===== src/design/smsd_pkg.sv =====
package smsd_pkg;

  // Sample format and store depth
  localparam int SAMPLE_BITS = 24;
  localparam int MAX_SAMPLES = 1024;

  // Derived widths
  localparam int ADDR_W     = $clog2(MAX_SAMPLES);
  localparam int CNT_W      = $clog2(MAX_SAMPLES + 1);
  localparam int SUM_W      = SAMPLE_BITS + ADDR_W;
  localparam int SQ_W       = 2 * SAMPLE_BITS;
  localparam int ACC_W      = SQ_W + ADDR_W;
  localparam int DIV_W      = ACC_W;
  localparam int DIV_CNT_W  = $clog2(DIV_W);
  localparam int ROOT_REM_W = SAMPLE_BITS + 2;
  localparam int ROOT_CNT_W = $clog2(SAMPLE_BITS);

  // Input item
  typedef struct packed {
    logic [SAMPLE_BITS-1:0] sample;
    logic                   last;
  } in_item_t;

  // Result item
  typedef struct packed {
    logic [SAMPLE_BITS-1:0] mean_value;
    logic [SAMPLE_BITS-1:0] std_deviation;
    logic [CNT_W-1:0]       sample_count;
    logic                   overflowed;
  } out_item_t;

  // Divider request and response
  typedef struct packed {
    logic             start;
    logic [DIV_W-1:0] dividend;
    logic [CNT_W-1:0] divisor;
  } div_req_t;

  typedef struct packed {
    logic             done;
    logic [DIV_W-1:0] quotient;
  } div_rsp_t;

  // Square root request and response
  typedef struct packed {
    logic            start;
    logic [SQ_W-1:0] radicand;
  } sqrt_req_t;

  typedef struct packed {
    logic                   done;
    logic [SAMPLE_BITS-1:0] root;
  } sqrt_rsp_t;

endpackage


===== src/design/smsd_sqrt.sv =====
module smsd_sqrt (
  input  logic                clk,
  input  logic                rst_n,
  input  smsd_pkg::sqrt_req_t req,
  output smsd_pkg::sqrt_rsp_t rsp
);

  logic                            busy_r;
  logic                            done_r;
  logic [smsd_pkg::SQ_W-1:0]       rad_r;
  logic [smsd_pkg::SAMPLE_BITS-1:0] root_r;
  logic [smsd_pkg::ROOT_REM_W-1:0] rem_r;
  logic [smsd_pkg::ROOT_CNT_W-1:0] step_r;

  logic [smsd_pkg::ROOT_REM_W+1:0] shifted;
  logic [smsd_pkg::ROOT_REM_W+1:0] trial;
  logic [smsd_pkg::ROOT_REM_W+1:0] diff;
  logic                            ge;

  // Bring down two radicand bits and try root*4+1
  always_comb begin
    shifted = {rem_r, rad_r[smsd_pkg::SQ_W-1 -: 2]};
    trial   = {2'b00, root_r, 2'b01};
    diff    = shifted - trial;
    ge      = (shifted >= trial);
  end

  // Iterate one root bit per cycle
  always_ff @(posedge clk) begin
    if (!rst_n) begin
      busy_r <= 1'b0;
      done_r <= 1'b0;
      step_r <= '0;
    end else begin
      done_r <= 1'b0;
      if (req.start) begin
        busy_r <= 1'b1;
        rad_r  <= req.radicand;
        root_r <= '0;
        rem_r  <= '0;
        step_r <= '0;
      end else if (busy_r) begin
        rad_r  <= {rad_r[smsd_pkg::SQ_W-3:0], 2'b00};
        root_r <= {root_r[smsd_pkg::SAMPLE_BITS-2:0], ge};
        rem_r  <= ge ? diff[smsd_pkg::ROOT_REM_W-1:0] : shifted[smsd_pkg::ROOT_REM_W-1:0];
        step_r <= step_r + 1'b1;
        if (step_r == smsd_pkg::ROOT_CNT_W'(smsd_pkg::SAMPLE_BITS - 1)) begin
          busy_r <= 1'b0;
          done_r <= 1'b1;
        end
      end
    end
  end

  assign rsp.done = done_r;
  assign rsp.root = root_r;

endmodule


===== config.mk =====
export PLATFORM = sky130hd
export DESIGN_NAME = smsd_sqrt
export DESIGN_NICKNAME = d
export VERILOG_FILES = /design/src/design/smsd_pkg.sv /design/src/design/smsd_sqrt.sv
export SDC_FILE = /design/constraint.sdc
export NUM_CORES = 1
export LEC_CHECK = 0
export ABC_AREA = 0
export BUFFER_PORTS_ARGS = -buffer_cell sky130_fd_sc_hd__clkbuf_2
export CAP_MARGIN = 15
export CORE_ASPECT_RATIO = 1.2
export CORE_MARGIN = 2
export CORE_UTILIZATION = 35
export DETAILED_ROUTE_END_ITERATION = 6
export PLACE_DENSITY = 0.58
export SETUP_SLACK_MARGIN = 0.02
export SYNTH_ARGS = -nofsm -noshare
export SYNTH_HDL_FRONTEND = slang
export SYNTH_SLANG_ARGS = --single-unit

===== constraint.sdc =====
create_clock -name clk -period 3.7 [get_ports clk]
set_clock_uncertainty 0.15 [all_clocks]
set_input_delay 0.74 -clock clk [delete_from_list [all_inputs] [get_ports clk]]
set_output_delay 0.74 -clock clk [all_outputs]
set_load 0.03 [all_outputs]

==> results by group <==
Outcome
  • Outcome: complete, no violations

Clock network
  • CTS resizes: 0
  • CTS tree: yes
  • CTS clock-pin slew for the worst setup and hold paths: 0.08 ns
  • CTS sink count: 105
  • Htree depth: 3
  • Post-CTS Hold Fix Bufs: 0
  • Post CTS Setup Buffer Count: 0
  • Worst-Skew Late Latency: between 0.3 and 0.4 ns
  • Clk buf depth: 2
  • CTS root buf: clkbuf_16
  • CTS buffer count: 9

Critical path
  • WP buf/inv: 1
  • CP Data Required Time: 3.66 ns
  • CP endpoint kind: register
  • WS Path Type: register to register
  • CP dominant cell by count: a21o_1
  • Slowest cell on the critical path: a21o_1
  • Reg2Reg Setup Slack: ~0.8 ns
  • Crit-path cells: inv_1 > ha_1 > and3_2 > a21oi_1 > nand3_2 > nand3_1 > a31o_4 > a21o_1 > nor2_2 > a21o_1
  • Top delay family on crit path: compound AO/OA/AOI/OAI gates
  • Slowest stage delay, CP: 0.42 ns
  • Startpoint Class: register
  • Crit Path Max Fanout: 10
  • WP data arrival: 2.84 ns

Synth
  • Post-Syn Nets: about 570
  • Fraction of registers with async set/reset: 0%
  • Area contributors post-synth: edfxtp_1 51%, mux2_2 9.0%, ha_1 5.9%
  • Library cells used by synthesis: 56
  • Synth Area in XOR/XNOR: approximately 4.0%
  • Predominant post-synthesis flop cell: edfxtp_1
  • Post-synthesis compound-gate area fraction: approximately 11%
  • Sequential area share after synthesis: 53.50%
  • Post-synth EDFFs: about 100
  • Largest area contributor in the synthesized netlist: edfxtp_1
  • Fraction of the mapped netlist area in adder cells: 5.862%
  • Mean Syn Cell Area: 11.74 um2
  • Simple-gate share of the synthesized area: 11.18%
  • Multiplexer share of the synthesized area: a little over a tenth
  • Main combinational cell family by area after synthesis: simple AND/OR/NAND/NOR gates
  • YS warnings: 0
  • Seq cells post-synth: 105
  • Synthesized area: around 5800 um2
  • Post-synth top area share: 51.06%
  • Mapped Cells: around 500

Route
  • Detailed-route DRC error count: 0
  • Routed Antenna Nets: 0
  • Routed vias/inst: 4.974
  • Total routed wirelength: 11.46 mm
  • Per-cell routed wire length: 14.70 um
  • Initial DRC count: 239
  • Pre-Repair DR Iteration Count: 4
  • Via count: around 3,900

STA
  • RSZ-0062 raised after global routing: no
  • Setup TNS: 0 ns
  • Slew Limit Fails: 0
  • Final min period: about 2.9 ns
  • Fmax: approximately 350 MHz
  • Worst Max-Slew Pin Slew: about 0.5 ns
  • Rel. slew slack: 66.01%
  • Period utilization: between 70% and 80%
  • Endpoints failing setup: 0
  • Final Hold Viols: 0

GRT
  • Initial antenna violation count: 0
  • Total GRT Usage: 13.88%
  • Vias in the first global route: 4,125
  • Largest net degree at the start of global routing: 76
  • First-pass GRT wire length: between 15 and 20 mm
  • Overflow left after global routing: 0

Placed design
  • Dpl cells: 763
  • Final HPWL DP: 8.077 mm
  • Routability cong.: around 0.9
  • Port buffer count: 75

Power and ir drop
  • PD cells: 482.9 nW/um2
  • Pleak: between 0.002 and 0.003 uW
  • Worst VDD drop: 0.2824 mV

Run
  • Max-cap violations: 0

Floorplanning
  • Die Height: around 140 um
  • Starting density of the core: about 36%
  • Horiz. Die Dim: about 120 um
  • Core Box Area: 16,210 um2
  • DIE AREA: 17,510 um2
  • Top Ports: 76
  • # rows: 51

Cells and area
  • ANT cells: 0
  • Share of cells above drive strength 1: slightly below 30%
  • Most frequent cells in the layout: 98 x edfxtp_1, 74 x clkbuf_2, 55 x nor2_1
  • Commonest non-fill, non-tap cell in the layout: edfxtp_1
  • Fillcell total: roughly 1,600
  • Synth-to-layout area growth: 15.89%
  • Layout Nets: 640
  • Finished Layout Cells: ~780

Hold path
  • Worst Hold Class: register to register
state kept, by name (all words and copies together) (netlist names):
| signal | cells |
|---|---|
| root_r | 24 |
| rem_r | 26 |
| step_r | 5 |
| done_r | 1 |
| busy_r | 1 |
| rad_r | 48 |
logic make-up (layout without fill, tap and decap cells):
| logic type | Yosys count | count (layout) |
|---|---|---|
| adders and majority gates | 27 | 27 |
| xor gates and xnor gates | 26 | 26 |
| and+or+nand+nor | 135 | 135 |
| DFF | 105 | 105 |
| buffers and inverters | 49 | 125 |
| AOI/OAI and AO/OA | 94 | 94 |
| muxes | 55 | 55 |
area by class of cell:
| type | count | area (um2) | share of cell area, % |
|---|---|---|---|
| flip-flops and latches | 105 | 3083 | 46.16 |
| multi-input cells | 337 | 2475 | 37.05 |
| repair buffers | 79 | 432.9 | 6.482 |
| well taps | 212 | 265.3 | 3.972 |
| clock buffers | 9 | 225.2 | 3.372 |
| inverters | 30 | 112.6 | 1.686 |
| clock inverters | 7 | 85.08 | 1.274 |
cells in the mapped netlist (all sizes together) (8+ instances only):
cell	instances
nand2	35
xnor2	16
mux2i	8
clkbuf	12
a21oi	40
ha	27
inv	30
a21o	8
nor2	58
xor2	10
mux2	47
edfxtp	98
o21ai	17
worst register-to-register path: cells and delay by family, from the launching register on:
| family | cells | cell delay (ns) |
|---|---|---|
| compound gates | 4 | 1.01 |
| fa+ha+maj | 1 | 0.37 |
| buf+inv | 1 | 0.06 |
| flops | 1 | 0.35 |
| simple gates | 4 | 0.69 |
metal layers:
metal | vias to the layer above | GRT usage, % | share of wire, %
met2 | 87 | 24.10 | 50
met4 | 0 | 4.900 | 1.7
met1 | 1853 | 16.06 | 43
met3 | 14 | 4.495 | 6.0
li1 | 1921 | - | -
met5 | - | 0 | 0
path summary, 6_finish.rpt:
path / start / to / cells past startpoint
setup / recovery: root_r[4] / rem_r[19] / 10
setup reg to reg: root_r[4] / rem_r[19] / 10
hold / removal: step_r[4] / done_r / 2
hold reg to reg: step_r[4] / done_r / 2
power breakdown:
group	switching (uW)	internal (uW)
Clock	468	539
Combinational	436	324
Sequential	39.9	1420
metrics by stage:
| stage | hold WS (ns) | setup WS, ns | util (%) | total power (uW) | cell area, um2 |
|---|---|---|---|---|---|
| after floorplan | 0.3021 | 0.8029 | - | 2078 | 5764 |
| after global placement | 0.3297 | 0.8369 | 39.29 | 2232 | 6369 |
| after CTS | 0.3534 | 0.7982 | 41.21 | 3256 | 6679 |
| final | 0.3536 | 0.8159 | 41.21 | 3225 | 6679 |
| after detailed placement | 0.3330 | 0.8192 | 39.29 | 2247 | 6369 |
| after global routing | 0.3910 | 0.5868 | 41.21 | 3395 | 6679 |
(Power assumes the default switching activity.)
