==> src/design/smsd_ram.sv <==
module smsd_ram #(
  parameter int WIDTH = 8,
  parameter int DEPTH = 16
) (
  input  logic                     clk,
  input  logic                     we,
  input  logic [$clog2(DEPTH)-1:0] waddr,
  input  logic [WIDTH-1:0]         wdata,
  input  logic [$clog2(DEPTH)-1:0] raddr,
  output logic [WIDTH-1:0]         rdata
);

  logic [WIDTH-1:0] mem [DEPTH];

  // Write one entry, read one entry with registered data
  always_ff @(posedge clk) begin
    if (we) begin
      mem[waddr] <= wdata;
    end
    rdata <= mem[raddr];
  end

endmodule

==> config.mk <==
export PLATFORM = sky130hd
export DESIGN_NAME = smsd_ram
export DESIGN_NICKNAME = d
export VERILOG_FILES = /design/src/design/smsd_ram.sv
export SDC_FILE = /design/constraint.sdc
export NUM_CORES = 1
export LEC_CHECK = 0
export BUFFER_PORTS_ARGS = -buffer_cell sky130_fd_sc_hd__buf_2
export CORE_UTILIZATION = 60
export CTS_CLUSTER_SIZE = 20
export DETAILED_ROUTE_END_ITERATION = 8
export PLACE_DENSITY = 0.83
export REMOVE_ABC_BUFFERS = 1
export SETUP_SLACK_MARGIN = 0.05
export SYNTH_ARGS = -nofsm -noshare
export SYNTH_HDL_FRONTEND = slang
export SYNTH_SLANG_ARGS = --single-unit
export TNS_END_PERCENT = 5
==> constraint.sdc <==
create_clock -name clk -period 5.4 [get_ports clk]
set_input_delay 0.81 -clock clk [delete_from_list [all_inputs] [get_ports clk]]
set_output_delay 0.81 -clock clk [all_outputs]
set_load 0.01 [all_outputs]
==> out/qor.yml, run 1 <==
yosysUniqueCellTypes: 19
area_growth_pct: 14.7
worst_pin_slew_ps: 1040
clockBufferDepth: 2
postLayoutCoreUtil: 0.715
antenna_found_initial: 0
start_util: 0.623
timing.slew.headroom: 0.305
seqCellArea_mm2: 0.00400
synth-xor-area-share: 0
path_max_fanout: 32
setup_viol: 0
ant_nets: 0
synthMuxAreaShare: 0.150
dpl.hpwl_um: 5540
finalCritPeriodShare: 0.415
yosysTopAreaCellShare: 0.747
fin_nets: 284
min_to: "rdata[1]$_DFF_P_"
ir_drop_mv: 0.245
slew_violations: 0
avgSynthCellArea_um2: 22.5
fin_area_mm2: 0.00590
multi_input_area_mm2: 0.00106
rrSetupSlack_ps: 4030
synth_largest_area_cell: "edfxtp_1"
syn-instance-count: 229
cts_tree: "done"
dieArea_mm2: 0.00895
synth_fa_ha_area_frac: 0
cts-root-buf: "clkbuf_8"
hp-class: "reg2reg"
track_usage: 0.246
cp-start-kind: "primary input"
drt-initial-drc-count: 304
path_class: "in2reg"
grt_pass1_vias: 2481
htreeDepth: 4
yosysSeqAreaShare: 0.778
post_cts_buffers: 0
final.setup.worst_slack_ps: 3160
fp-row-count: 33
power.density_mw_per_mm2: 402
overflow: 0
synth_top_family_by_area: "multiplexers"
drc: 0
cp-end-kind: "flop"
final_common_cell: "edfxtp_1"
cap_violations: 0
finalWirelength_um: 9640
path_cells: "buf_2 -> mux4_1 -> a22oi_1 -> nand2_1"
place.gp.congestion: 0.695
whs_ps: 673
synth-compound-area-share: 0.0233
worst_path_max_delay_cell: "buf_2"
setup-tns-final_ps: 0
n_antenna_cell: 0
clkSlewWorstSetupHoldPaths_ps: 60
via_per_inst: 6.43
grt_max_degree: 33
grt_first_pass_wirelength_um: 14500
drive_gt1_frac: 0.269
cts_hold_buf: 0
clock_latency_ps: 510
cellLeakagePower_nw: 1.98
yosys.area_share.simple: 0.0318
cts_buffers: 17
cpLargestDelayFamily: "buffers and inverters"
whs_path_depth: 3
rsz0062_at_grt: "false"
rr_worst_depth: 3
dr_total_vias: 2470
ioPinCount: 26
crit_arrival_ps: 2630
post_dp_cell_area_mm2: 0.00534
critical_path_buf_inv_count: 1
status: "finished clean"
rr_startpoint: "mem[9][1]$_DFFE_PP_"
port-buffer-count: 25
dpl_worst_slack_ps: 2460
synthesis.area_mm2: 0.00515
ys_warn_count: 0
max_freq_mhz: 446
timing.rr.end: "rdata[1]$_DFF_P_"
hold_viol_final: 0
synth_seq_cells: 136
clock-skew-final_ps: 5.74
fp.dieW_um: 94.6
cpPeakStageDelay_ps: 770
wl_per_cell_um: 25.1
firstDrtPassIters: 5
required_ps: 5790
cts_sinks: 136
core_area_mm2: 0.00826
nFillCells: 486
final_cell_mix: "edfxtp_1 (128), buf_2 (25), mux4_2 (18)"
synthTopCellsByArea: "edfxtp_1 (75%), mux4_2 (7.9%), mux4_1 (7.1%), dfxtp_1 (3.1%), a22oi_1 (2.3%)"
cts_resized: 0
die_y_um: 94.6
min-delay-start: "mem[7][1]$_DFFE_PP_"
period_needed_ps: 2240
## worst reg2reg max path, stage by stage (launching register included)
cell and delay [ps]:
edfxtp_1 380, mux4_1 510, a22oi_1 280, nand2_1 80
## how the worst max path moves through the flow
stage,startpoint,end,cells after the start
after CTS,waddr[2],mem[0][4]$_DFFE_PP_,3
after floorplan,waddr[2],mem[0][0]$_DFFE_PP_,2
after detailed placement,waddr[2],mem[0][1]$_DFFE_PP_,3
after global routing,raddr[0],rdata[1]$_DFF_P_,4
final,raddr[0],rdata[5]$_DFF_P_,4
after global placement,waddr[2],mem[0][5]$_DFFE_PP_,3
## where the power goes
group          internal [mW]  total [mW]  switching [mW]  leakage, nW
logic                 0.0424       0.104          0.0613        0.487
clock network          0.677        1.08           0.401        0.265
registers               1.18        1.19         0.00816         1.22
## flip-flops by register name (all words and copies together), names as in the netlist
register / count
mem: 128
rdata: 8
## stage by stage
| step | cells | power, mW |
|---|---|---|
| 2_1_floorplan | 219 | 1.26 |
| 3_3_place_gp | 352 | 1.31 |
| 3_5_place_dp | 352 | 1.31 |
| 4_1_cts | 384 | 2.38 |
| 5_1_grt | 384 | 2.44 |
| 6_report | 384 | 2.37 |
## logic make-up after synthesis
logic type | Yosys count
flops | 136
simple gates | 35
mux | 32
compound gates | 16
buf+inv | 10
## metal layers
layer	wire, um	GRT usage	up-vias	part of all wire
met3	622	0.0684	17	0.065
met4	145	0.0909	0	0.015
met1	4040	0.333	1276	0.42
met2	4830	0.388	129	0.50
met5	0	0	-	0
li1	-	-	1048	-
## synth_stat cells
library cell / instances
dfxtp_1: 8
and2_1: 1
nand3_1: 1
nand3b_1: 2
buf_4: 1
or3b_2: 1
clkdlybuf4s25_2: 3
buf_6: 3
a22oi_1: 16
edfxtp_1: 128
mux4_2: 18
nor2b_1: 1
nand2_1: 9
buf_2: 3
nor3_1: 4
nand2b_1: 2
mux4_1: 14
nor2_1: 13
and2b_1: 1
## area by class of cell
class                   instances  area share
repair buffers                 28      0.0250
clock buffers                  23      0.0774
multi-input cells              83       0.180
well taps                     105      0.0223
clock inverters                 9      0.0172
flip-flops and latches        136       0.678
No activity file was read; power rests on OpenSTA's default activity.
==> run 2: changes to the inputs <==
==> constraint.sdc (replaced) <==
create_clock -name clk -period 2.26 [get_ports clk]
set_input_delay 0.339 -clock clk [delete_from_list [all_inputs] [get_ports clk]]
set_output_delay 0.339 -clock clk [all_outputs]
set_load 0.01 [all_outputs]
==> run 2 against run 1 <==
Compared with the run above:
- design area is 3.7% higher
- critical path type is now reg2reg
- worst setup slack worse by 2300 ps
- combinational power grew to 2.5 times the previous value
- critical endpoint is now rdata[7]$_DFF_P_
- flip-flop and latch count unchanged
- highest routed layer unchanged
- sequential power up 140%
- largest power group is now clock
- wire length up 1.9%
==> out/qor.yml, run 2 (synthesis results as in run 1) <==
drc: 0
largest_reg_flops: 128
setup_viol: 0
power_frac_clock: 0.486
timing.slew.headroom: 0.483
clkSlewWorstSetupHoldPaths_ps: 60
drive_gt1_frac: 0.316
track_usage: 0.251
status: "finished clean"
intPower_mw: 4.85
core_area_mm2: 0.00826
cts-root-buf: "clkbuf_8"
clockBufferDepth: 2
dpl.hpwl_um: 5570
hp-class: "in2reg"
clock_latency_ps: 510
max_freq_mhz: 710
dieArea_mm2: 0.00895
required_ps: 2650
cts_hold_buf: 0
period_needed_ps: 1410
power_mw: 6.04
firstDrtPassIters: 4
largest_register: "mem"
start_util: 0.623
overflow: 0
cp-start-kind: "flop"
final_cells: 399
cap_violations: 0
cts_buffers: 17
rsz0062_at_grt: "false"
setup-tns-final_ps: 0
antenna_found_initial: 0
dr_total_vias: 2476
finalWirelength_um: 9820
area_growth_pct: 18.9
fp-row-count: 33
p_switching_mw: 1.19
path_class: "reg2reg"
ioPinCount: 26
final_common_cell: "edfxtp_1"
ir_drop_mv: 0.649
fp.dieW_um: 94.6
via_per_inst: 6.21
cts_sinks: 136
finalCritPeriodShare: 0.623
wl_per_cell_um: 24.6
slew_violations: 0
grt_max_degree: 33
cp-end-kind: "flop"
path_max_fanout: 1
reg_top3: "mem (128), rdata (8)"
power.density_mw_per_mm2: 987
port-buffer-count: 25
clock-skew-final_ps: 6.59
grt_first_pass_wirelength_um: 14900
die_y_um: 94.6
dp_cells: 367
p_sw_frac: 0.198
cts_resized: 0
crit_arrival_ps: 1800
htreeDepth: 4
ant_nets: 0
post_cts_buffers: 0
n_antenna_cell: 0
nFillCells: 461
hold_viol_final: 0
worst_pin_slew_ps: 773
cts_tree: "done"
grt_pass1_vias: 2548
final_cell_mix: "edfxtp_1 (128), buf_2 (25), mux4_2 (18)"
seqPwrFrac: 0.470
fin_nets: 299
drt-initial-drc-count: 220
p_comb_frac: 0.044
place.gp.congestion: 0.704
cellLeakagePower_nw: 2.11
[run 2: cell count changes in the layout (fill, tap and decap cells not counted), sizes merged]
cell      delta
buf         +15
clkinvlp     -2
clkbuf       -5
clkinv       +3
bufinv       +3
inv          +1
[run 2: worst paths after layout]
| check | from | to | slack, ps | cells after the start |
|---|---|---|---|---|
| hold / removal | wdata[1] | mem[7][1]$_DFFE_PP_ | 210 | 1 |
| setup / recovery | mem[3][7]$_DFFE_PP_ | rdata[7]$_DFF_P_ | 850 | 3 |
| setup reg to reg | mem[3][7]$_DFFE_PP_ | rdata[7]$_DFF_P_ | 850 | 3 |
| hold reg to reg | mem[12][5]$_DFFE_PP_ | rdata[5]$_DFF_P_ | 670 | 3 |
[run 2: per-stage QoR]
stage / utilization / cell area (um^2) / hold slack (ps) / setup WS (ps)
finish: 0.741 / 6120 / 208 / 851
global route: 0.741 / 6120 / 190 / 797
CTS: 0.741 / 6120 / 184 / 838
detailed placement: 0.663 / 5480 / 666 / 446
global placement: 0.663 / 5480 / 652 / 461
floorplan: - / 5060 / 438 / 428
[run 2: layout make-up]
class	count	area (um^2)	share of cell area
well taps	105	131	0.0215
flip-flops and latches	136	4000	0.654
repair buffers	43	285	0.0466
multi-input cells	83	1060	0.173
clock inverters	14	224	0.0366
clock buffers	18	418	0.0683
[run 2: metal layers]
metal,routed length (um),GRT usage,vias up
li1,-,-,1083
met1,4150,0.342,1309
met2,5120,0.390,78
met3,455,0.0733,6
met4,98,0.0934,0
met5,0,0,-
[run 2: worst max-delay path: stages (launching register included)]
cell	delay, ps
edfxtp_1	370
mux4_2	470
a22oi_1	330
nand2_1	110
[run 2: power groups by stage]
stage	sequential [mW]	clock [mW]	combinational, mW
floorplan	2.89	0	0.113
global placement	2.89	0	0.250
detailed placement	2.89	0	0.259
CTS	2.84	2.97	0.266
global route	2.84	3.08	0.282
finish	2.84	2.94	0.263
