--- config.mk ---
export PLATFORM = sky130hd
export DESIGN_NAME = smsd_div
export DESIGN_NICKNAME = d
export VERILOG_FILES = /design/src/design/smsd_pkg.sv /design/src/design/smsd_div.sv
export SDC_FILE = /design/constraint.sdc
export NUM_CORES = 1
export LEC_CHECK = 0
export BUFFER_PORTS_ARGS = -buffer_cell sky130_fd_sc_hd__buf_4
export CAP_MARGIN = 10
export CORE_UTILIZATION = 51
export DETAILED_ROUTE_END_ITERATION = 10
export PLACE_DENSITY = 0.9
export SYNTH_ARGS = -nofsm -noshare
export SYNTH_HDL_FRONTEND = slang
export SYNTH_SLANG_ARGS = --single-unit
export TNS_END_PERCENT = 100
--- constraint.sdc ---
create_clock -name clk -period 3.1 [get_ports clk]
set_input_delay 0.155 -clock clk [delete_from_list [all_inputs] [get_ports clk]]
set_output_delay 0.155 -clock clk [all_outputs]
set_load 0.05 [all_outputs]
--- src/design/smsd_pkg.sv ---
package smsd_pkg;

  // Sample format and store depth
  localparam int SAMPLE_BITS = 24;
  localparam int MAX_SAMPLES = 1024;

  // Derived widths
  localparam int ADDR_W     = $clog2(MAX_SAMPLES);
  localparam int CNT_W      = $clog2(MAX_SAMPLES + 1);
  localparam int SUM_W      = SAMPLE_BITS + ADDR_W;
  localparam int SQ_W       = 2 * SAMPLE_BITS;
  localparam int ACC_W      = SQ_W + ADDR_W;
  localparam int DIV_W      = ACC_W;
  localparam int DIV_CNT_W  = $clog2(DIV_W);
  localparam int ROOT_REM_W = SAMPLE_BITS + 2;
  localparam int ROOT_CNT_W = $clog2(SAMPLE_BITS);

  // Input item
  typedef struct packed {
    logic [SAMPLE_BITS-1:0] sample;
    logic                   last;
  } in_item_t;

  // Result item
  typedef struct packed {
    logic [SAMPLE_BITS-1:0] mean_value;
    logic [SAMPLE_BITS-1:0] std_deviation;
    logic [CNT_W-1:0]       sample_count;
    logic                   overflowed;
  } out_item_t;

  // Divider request and response
  typedef struct packed {
    logic             start;
    logic [DIV_W-1:0] dividend;
    logic [CNT_W-1:0] divisor;
  } div_req_t;

  typedef struct packed {
    logic             done;
    logic [DIV_W-1:0] quotient;
  } div_rsp_t;

  // Square root request and response
  typedef struct packed {
    logic            start;
    logic [SQ_W-1:0] radicand;
  } sqrt_req_t;

  typedef struct packed {
    logic                   done;
    logic [SAMPLE_BITS-1:0] root;
  } sqrt_rsp_t;

endpackage

--- src/design/smsd_div.sv ---
module smsd_div (
  input  logic               clk,
  input  logic               rst_n,
  input  smsd_pkg::div_req_t req,
  output smsd_pkg::div_rsp_t rsp
);

  logic                           busy_r;
  logic                           done_r;
  logic [smsd_pkg::DIV_W-1:0]     quo_r;
  logic [smsd_pkg::CNT_W-1:0]     rem_r;
  logic [smsd_pkg::CNT_W-1:0]     divisor_r;
  logic [smsd_pkg::DIV_CNT_W-1:0] step_r;

  logic [smsd_pkg::CNT_W:0]   trial;
  logic [smsd_pkg::CNT_W:0]   diff;
  logic                       ge;
  logic [smsd_pkg::CNT_W-1:0] rem_nxt;

  // Bring down one dividend bit and try a subtract
  always_comb begin
    trial   = {rem_r, quo_r[smsd_pkg::DIV_W-1]};
    diff    = trial - {1'b0, divisor_r};
    ge      = (trial >= {1'b0, divisor_r});
    rem_nxt = ge ? diff[smsd_pkg::CNT_W-1:0] : trial[smsd_pkg::CNT_W-1:0];
  end

  // Iterate one quotient bit per cycle
  always_ff @(posedge clk) begin
    if (!rst_n) begin
      busy_r <= 1'b0;
      done_r <= 1'b0;
      step_r <= '0;
    end else begin
      done_r <= 1'b0;
      if (req.start) begin
        busy_r    <= 1'b1;
        quo_r     <= req.dividend;
        rem_r     <= '0;
        divisor_r <= req.divisor;
        step_r    <= '0;
      end else if (busy_r) begin
        quo_r  <= {quo_r[smsd_pkg::DIV_W-2:0], ge};
        rem_r  <= rem_nxt;
        step_r <= step_r + 1'b1;
        if (step_r == smsd_pkg::DIV_CNT_W'(smsd_pkg::DIV_W - 1)) begin
          busy_r <= 1'b0;
          done_r <= 1'b1;
        end
      end
    end
  end

  assign rsp.done     = done_r;
  assign rsp.quotient = quo_r;

endmodule

==> results.toml, run 1 <==
[clock_network]
cts.sinks = 88
cts_max_level = 3
cts_tree = "yes"
clk_pin_slew_worst_paths_ps = 80
worstSkewPairLatency_ps = 350
clockBufferDepth = 2
cts_resized = 0
cts_root_buf = "clkbuf_8"
cts_buffers = 9

[worst_setup_path]
cp.required_ps = 3210
r2r_end = "rem_r[10]"
crit_fanout = 14
crit_arrival_ps = 2760
timing.rr.start = "quo_r[57]"
critical_path_class = "reg2reg"
start_kind = "register"
reg2regPathDepth = 9
cp-end-kind = "register"
reg2reg_slack_ps = 440

[cells_and_area]
fin_cells = 534
multi_input_area_um2 = 1496
layout.area.seq_um2 = 2562
fillers = 511
nets = 513
diodes = 0
syn2layout_area_growth_pct = 32.93
layout-drive-gt1-share = 0.4884

[power]
clock_power_share = 0.262
seq_power_share = 0.491
power_leakage_nw = 2.248
totalPowerFinal_mw = 2.942
p_per_area_nw_per_um2 = 530.0
power_switching_mw = 0.8595
ir_drop_v = 0.0003674
p_sw_frac = 0.2922
p_int_mw = 2.082
power.share.combinational = 0.248

[synth]
avgSynthCellArea_um2 = 14.70
synth_seq_cells = 88
netlist_instances = 284
ys_seq_area_frac = 0.6137
synth.area.top_cells = "edfxtp_1 58%, mux2_2 16%, ha_1 3.9%, dfxtp_1 3.8%, nor2_1 1.7%"
yosys.cell_types.count = 42
syn_nets = 370
synth_flop_cell = "edfxtp_1"
synthArstFlopShare = 0
yosysWarnings = 0
yosysTopAreaCell = "edfxtp_1"
syn_area_um2 = 4175
synth_edf_count = 80
yosys.area.top_type_share = 0.5754

[floorplan]
ioPinCount = 131
dieArea_um2 = 8553
die_x_um = 92.48
die_h_um = 92.48
fp-row-count = 32
core-area_um2 = 7807
start_util = 0.5348

[timing]
hold_viol = 0
period_share = 0.8569
setup_tns_ps = 0
setup_viol = 0
skew_ps = 6.870
timing.final.max_slew_violations = 0
finalWorstSetupSlack_ps = 443.6
fin_crit_ps = 2656
hold_ws_ps = 90.82
rsz0062_at_grt = "no"
tightest_slew_ps = 824.5
fmax_mhz = 376.4
max_slew_margin = 0.4502

[hold_path]
hp-start = "rst_n"
holdPathStages = 3
min_to = "done_r"
hold_class = "in2reg"

[routing]
wirelength_um = 8900
drc_errors = 0
ant_nets = 0
firstDrtPassIters = 4
wire_per_inst_um = 16.67
drt_iter0_drc = 123
vias_per_cell = 5.300
dr_total_vias = 2830

[placed_design]
pre_cts_ws_ps = 506.6
placed_cells = 507
routabilityCongestion = 0.8923
io_buffers = 130
place_hpwl_um = 6209

[global_routing]
grtUsageTotal = 0.2168
antenna_found_initial = 0
grt_pass1_wl_um = 14100
grt_pass1_vias = 2949
grt_max_degree = 71
overflow = 0

[job]
maxCapViolCount = 0

[outcome]
status = "finished, final reports clean"
cells in the mapped netlist, types with 2 or more instances:
| master | n |
|---|---|
| a211oi_1 | 2 |
| a21o_1 | 4 |
| o211ai_1 | 2 |
| buf_1 | 4 |
| o21a_1 | 5 |
| nor2b_1 | 3 |
| clkbuf_1 | 4 |
| nor2_1 | 19 |
| nand2_1 | 7 |
| dfxtp_1 | 8 |
| nand4_1 | 4 |
| edfxtp_1 | 80 |
| a21oi_1 | 6 |
| o21ai_2 | 2 |
| nand2b_1 | 3 |
| o21ai_0 | 5 |
| xor2_1 | 3 |
| nor3_1 | 2 |
| xnor2_1 | 7 |
| mux2_2 | 59 |
| nand3b_1 | 2 |
| inv_1 | 17 |
| mux2i_1 | 5 |
| ha_1 | 13 |
sequential cells by signal (all words and copies together) (netlist names):
signal     flops
divisor_r     11
busy_r         1
step_r         6
done_r         1
rem_r         11
quo_r         58
power by group through the flow:
| stage | Clock, mW | Combinational, mW | Sequential (mW) |
|---|---|---|---|
| floorplan | 0 | 0.338 | 1.63 |
| global placement | 0 | 0.693 | 1.47 |
| detailed placement | 0 | 0.710 | 1.47 |
| CTS | 0.780 | 0.729 | 1.44 |
| global route | 0.819 | 0.780 | 1.45 |
| finish | 0.770 | 0.728 | 1.44 |
logic make-up (layout without fill, tap and decap cells):
logic type	count (synthesis)	after routing	synth area share
DFF	88	88	0.6137
muxes	64	64	0.1711
and+or+nand+nor	46	46	0.05574
AOI/OAI and AO/OA	34	34	0.06653
buffers and inverters	28	176	0.02817
adders and majority gates	14	14	0.04375
xor gates and xnor gates	10	10	0.02098
per-layer routing:
metal / GRT usage / vias up / wire (um)
met4: 0.09505 / 0 / 242
met5: 0 / - / 0
met3: 0.05747 / 18 / 491
li1: - / 1348 / -
met1: 0.2558 / 1373 / 3548
met2: 0.3716 / 91 / 4617
layout by cell type, fill, tap and decap left out, drive strengths merged, types with 2 or more instances in the layout:
master       netlist  routed
nor2              19      19
nor2b              3       3
clkinv             0       4
nor3               3       3
dlygate4sd3        0      11
mux2i              5       5
nand4              4       4
dfxtp              8       8
ha                13      13
o21ai              7       7
nand2              7       7
nand3b             2       2
xnor2              7       7
clkbuf             4      10
mux2              59      59
a21o               4       4
edfxtp            80      80
o211ai             2       2
o21a               5       5
xor2               3       3
a211oi             2       2
buf                7     132
nand2b             3       3
a21oi              7       7
inv               17      18
how the worst max path moves through the flow:
stage                          from         to  depth (start not counted)
after detailed placement   rem_r[8]  rem_r[10]                          6
after global placement     rem_r[4]  rem_r[10]                          7
final                     quo_r[57]  rem_r[10]                          9
after CTS                  rem_r[8]  rem_r[10]                          6
after floorplan           quo_r[57]  rem_r[10]                          9
after global routing      quo_r[57]  rem_r[10]                          9
worst max-delay path, cell delays in order (launching register included):
cell and delay, ps:
edfxtp_1 390, inv_1 80, ha_1 180, fa_1 220
nand2b_1 170, a21o_1 200, a21oi_4 80, o21ai_2 670
nor2_1 170, a32o_1 260
metrics by stage:
stage                     utilization  cell area (um2)
after floorplan                     -             4175
after global placement         0.6729             5254
after detailed placement       0.6729             5254
after CTS                      0.7109             5550
after global routing           0.7109             5550
final                          0.7109             5550
layout make-up:
type,instances,share of cell area
clock inverter,6,0.01060
multi-input combinational,168,0.2696
clock buffer,10,0.02299
tap,102,0.02299
timing repair buffer,143,0.2006
sequential,88,0.4617
inverter,17,0.01150
repair_timing:
action,in CTS,in global routing
hold buffers,11,0
buffers inserted,0,0
hold endpoints to repair,11,0
(Power assumes the default switching activity.)
==> run 2, diff against run 1 <==
- CELL_PAD_IN_SITES_DETAIL_PLACEMENT: default -> 2
- CELL_PAD_IN_SITES_GLOBAL_PLACEMENT: default -> 2
- CORE_UTILIZATION: 51 -> 34
- CTS_CLUSTER_DIAMETER: default -> 150
==> run 2 against run 1 <==
Compared with the run above: hold slack worse by 1.9 ps; first-iteration DRC count shrank 29%; sequential share of layout area down 1.3 points; largest cell class unchanged; via count increased by 1.6%; total power rose by 13%; largest power group unchanged; die area up 49%; flip-flop and latch count unchanged; wire length is 38% higher.
==> results.toml, run 2 (synthesis results as in run 1) <==
[timing]
setup_viol = 0
fmax_mhz = 339.3
max_slew_margin = 0.4146
tightest_slew_ps = 878.0
rsz0062_at_grt = "no"
timing.final.max_slew_violations = 0
skew_ps = 8.456
setup_tns_ps = 0
period_share = 0.9506
fin_crit_ps = 2947
hold_viol = 0

[power]
power_leakage_nw = 2.290
totalPowerFinal_mw = 3.334
ir_drop_v = 0.0003576
p_per_area_nw_per_um2 = 583.3

[routing]
firstDrtPassIters = 5
ant_nets = 0
vias_per_cell = 4.965
drc_errors = 0
dr_total_vias = 2875
wirelength_um = 12270
wire_per_inst_um = 21.20
drt_iter0_drc = 87

[worst_setup_path]
reg2reg_slack_ps = 150
reg2regPathDepth = 9
cp_top_family = "compound AO/OA/AOI/OAI gates"
crit_path_max_incr_delay_ps = 710
setup.worst_path.start = "quo_r[57]"
r2r_end = "rem_r[0]"
cp_num_cells = 9
cp_slowest_cell = "o21ai_2"
crit_fanout = 14
cp.required_ps = 3280
cp-end-kind = "register"
crit_arrival_ps = 3120
crit_path_end = "rem_r[0]"
path_cells = "inv_1 > ha_1 > fa_1 > nand2b_1 > a21o_1 > a21oi_4 > o21ai_2 > mux2_2 > nor2_1"
start_kind = "register"
critical_path_class = "reg2reg"
critPathBufInv = 1
timing.rr.start = "quo_r[57]"

[clock_network]
worstSkewPairLatency_ps = 350
cts_max_level = 3
clockBufferDepth = 2
cts.sinks = 88
cts_buffers = 9
clk_pin_slew_worst_paths_ps = 70
cts_tree = "yes"
cts_root_buf = "clkbuf_16"
cts_resized = 0

[placed_design]
io_buffers = 130
routabilityCongestion = 0.7804
place_hpwl_um = 8813

[floorplan]
start_util = 0.3476
die_x_um = 112.8
core-area_um2 = 12010
fp-row-count = 40
dieArea_um2 = 12730
ioPinCount = 131
die_h_um = 112.8

[outcome]
status = "finished, final reports clean"

[global_routing]
overflow = 0
grt_pass1_wl_um = 19060
antenna_found_initial = 0
grtUsageTotal = 0.2053
grt_pass1_vias = 3370
grt_max_degree = 71

[cells_and_area]
diodes = 0
layout_common_cells = "131 x buf_4, 80 x edfxtp_1, 59 x mux2_2"
largest_reg_flops = 58
final_common_cell = "buf_4"
top_regs = "quo_r (58), divisor_r (11), rem_r (11)"
layout-drive-gt1-share = 0.4931
fillers = 1197
regMostFlops = "quo_r"
nets = 513
syn2layout_area_growth_pct = 36.92

[hold_path]
hp-start = "rst_n"
hold_class = "in2reg"

[job]
maxCapViolCount = 0
## run 2: worst min-delay path by stage
stage,end,slack (ps),depth (start not counted)
after detailed placement,divisor_r[7],340,1
after CTS,done_r,80,3
after floorplan,divisor_r[0],250,0
final,done_r,90,3
after global placement,divisor_r[3],330,1
after global routing,quo_r[0],90,2
## run 2: worst register-to-register path: stages, from the launching register on
cell      delay (ps)
edfxtp_1         410
inv_1            100
ha_1             230
fa_1             260
nand2b_1         170
a21o_1           210
a21oi_4           80
o21ai_2          710
mux2_2           430
nor2_1           170
## run 2: report_power, final
part / leakage (nW) / internal, mW / total [mW] / switching [mW]
Sequential: 0.828 / 1.40 / 1.45 / 0.0502
Combinational: 1.32 / 0.312 / 0.760 / 0.448
Clock: 0.139 / 0.629 / 1.12 / 0.492
## run 2: metal layers
metal / wire (um) / global-route usage / up-vias
li1: - / - / 1345
met1: 4385 / 0.2067 / 1437
met2: 6889 / 0.3905 / 84
met3: 861 / 0.08034 / 9
met4: 136 / 0.05600 / 0
met5: 0 / 0 / -
## run 2: layout make-up
type | instances | area (um2) | share of cell area
sequential | 88 | 2562 | 0.4482
multi-input combinational | 168 | 1496 | 0.2618
timing repair buffer | 143 | 1114 | 0.1948
clock buffer | 10 | 229.0 | 0.04005
tap | 147 | 183.9 | 0.03217
clock inverter | 6 | 67.56 | 0.01182
inverter | 17 | 63.81 | 0.01116
## run 2: timing repair
item,in CTS,in global routing
hold endpoints to repair,11,0
setup buffers,0,0
hold buffers,11,0
## run 2: metrics by stage
step / utilization / instances / instance area [um2] / hold slack, ps / setup slack, ps
final: 0.4759 / 579 / 5717 / 88.90 / 153.0
after global routing: 0.4759 / 579 / 5717 / 90.80 / 17.14
after CTS: 0.4759 / 579 / 5717 / 79.66 / 152.1
after detailed placement: 0.4421 / 552 / 5310 / 335.1 / 354.7
after global placement: 0.4421 / 552 / 5310 / 333.6 / 564.7
after floorplan: - / 284 / 4175 / 253.9 / 432.0
==> run 3, diff against run 2 <==
- RECOVER_POWER: default -> 50
==> run 3 against run 2 <==
Compared with the run above: global-route usage unchanged; total power decreased by 1.2%; register-to-register slack improved by 20 ps; design area decreased by 3.5%.
==> results.toml, run 3 (synthesis results as in run 1) <==
[outcome]
status = "finished, final reports clean"

[worst_setup_path]
path_cells = "inv_1 > ha_1 > fa_1 > nand2b_1 > a21o_1 > a21oi_4 > o21ai_2 > mux2_2 > nor2_1"
crit_fanout = 14
cp-end-kind = "register"
crit_arrival_ps = 3100
timing.rr.start = "quo_r[57]"
crit_path_max_incr_delay_ps = 710
critical_path_class = "reg2reg"
cp.required_ps = 3280
setup.worst_path.start = "quo_r[57]"
start_kind = "register"
cp_slowest_cell = "o21ai_2"

[routing]
drt_iter0_drc = 105
dr_total_vias = 2871
vias_per_cell = 4.959
wire_per_inst_um = 20.99
ant_nets = 0
drc_errors = 0
firstDrtPassIters = 4
wirelength_um = 12150

[clock_network]
cts_resized = 0
cts_max_level = 3
worstSkewPairLatency_ps = 350
cts_root_buf = "clkbuf_16"
cts_buffers = 9
clk_pin_slew_worst_paths_ps = 70
cts.sinks = 88
postCtsSetupRepairBufs = 0
cts_tree = "yes"
clockBufferDepth = 2

[power]
ir_drop_v = 0.0003523
power_leakage_nw = 2.092
p_per_area_nw_per_um2 = 597.2
clock_power_share = 0.340
power.share.combinational = 0.219
seq_power_share = 0.441
p_sw_frac = 0.2999
power_switching_mw = 0.9875
p_int_mw = 2.306

[timing]
fin_crit_ps = 2925
rsz0062_at_grt = "no"
setup_tns_ps = 0
timing.final.max_slew_violations = 0
tightest_slew_ps = 878.4
setup_viol = 0
period_share = 0.9437
fmax_mhz = 341.8
hold_viol = 0
max_slew_margin = 0.4143
skew_ps = 8.381

[cells_and_area]
syn2layout_area_growth_pct = 32.06
layout.area.seq_um2 = 2562
final_common_cell = "edfxtp_1"
layout-drive-gt1-share = 0.3634
diodes = 0
largest_reg_flops = 58
fillers = 1225
nets = 513
multi_input_area_um2 = 1496
layout_common_cells = "80 x edfxtp_1, 66 x buf_4, 57 x mux2_2"
fin_area_um2 = 5514
top_regs = "quo_r (58), divisor_r (11), rem_r (11)"
regMostFlops = "quo_r"

[floorplan]
die_x_um = 112.8
core-area_um2 = 12010
die_h_um = 112.8
fp-row-count = 40
start_util = 0.3476
ioPinCount = 131
dieArea_um2 = 12730

[placed_design]
place_hpwl_um = 8813
io_buffers = 130
post_dp_cell_area_um2 = 5310
routabilityCongestion = 0.7804

[hold_path]
hold_class = "in2reg"
hp-start = "rst_n"

[global_routing]
antenna_found_initial = 0
grt_pass1_vias = 3370
grt_max_degree = 71
overflow = 0
grt_pass1_wl_um = 19060
grtUsageTotal = 0.2053

[job]
maxCapViolCount = 0
==> run 3: changes by cell type in the layout (fill, tap and decap cells not counted) <==
cell,before,now
buf_4,131,66
clkbuf_1,1,55
clkbuf_4,0,11
mux2_1,0,2
mux2_2,59,57
==> run 3: what timing repair did <==
action                                  4_1_cts  5_1_grt
endpoints found under the setup margin        0        0
hold endpoints to repair                     11        0
hold buffers                                 11        0
==> run 3: cell type report <==
| type | instances | area share |
|---|---|---|
| Clock buffer | 10 | 0.04152 |
| Inverter | 17 | 0.01157 |
| Timing Repair Buffer | 143 | 0.1652 |
| Tap cell | 147 | 0.03336 |
| Sequential cell | 88 | 0.4647 |
| Multi-Input combinational cell | 168 | 0.2714 |
| Clock inverter | 6 | 0.01225 |
==> run 3: path summary, 6_finish.rpt <==
| path | to | cells after the start | slack, ps |
|---|---|---|---|
| max | rem_r[0] | 9 | 170 |
| min | done_r | 3 | 90 |
| max reg2reg | rem_r[0] | 9 | 170 |
| min reg2reg | done_r | 2 | 500 |
==> run 3: through the flow <==
| step | total power [mW] | hold WS, ps | utilization | worst slack [ps] | std cells |
|---|---|---|---|---|---|
| 2_1_floorplan | 1.971 | 253.9 | - | 432.0 | 284 |
| 3_3_place_gp | 2.176 | 333.6 | 0.4421 | 564.7 | 552 |
| 3_5_place_dp | 2.225 | 335.1 | 0.4421 | 354.7 | 552 |
| 4_1_cts | 3.383 | 79.66 | 0.4759 | 152.1 | 579 |
| 5_1_grt | 3.426 | 90.80 | 0.4591 | 17.94 | 579 |
| 6_report | 3.293 | 88.68 | 0.4591 | 174.5 | 579 |
==> run 3: power by group through the flow <==
stage	clock network [mW]	registers (mW)	logic (mW)
global placement	0	1.47	0.707
detailed placement	0	1.48	0.748
global route	1.19	1.46	0.775
CTS	1.16	1.45	0.771
finish	1.12	1.45	0.721
floorplan	0	1.63	0.338
==> run 3: layer usage <==
metal / GRT usage / part of all wire / vias up
li1: - / - / 1344
met1: 0.2067 / 0.35 / 1434
met2: 0.3905 / 0.57 / 84
met3: 0.08034 / 0.070 / 9
met4: 0.05600 / 0.011 / 0
met5: 0 / 0 / -
==> run 3: worst max-delay path: cells and delay by family, from the launching register on <==
kind	cells	cell delay (ps)
AND/OR/NAND/NOR	2	330
multiplexers	1	420
AO/OA/AOI/OAI	3	1000
flip-flops	1	410
adder cells (fa/ha/maj)	2	490
buffers and inverters	1	100
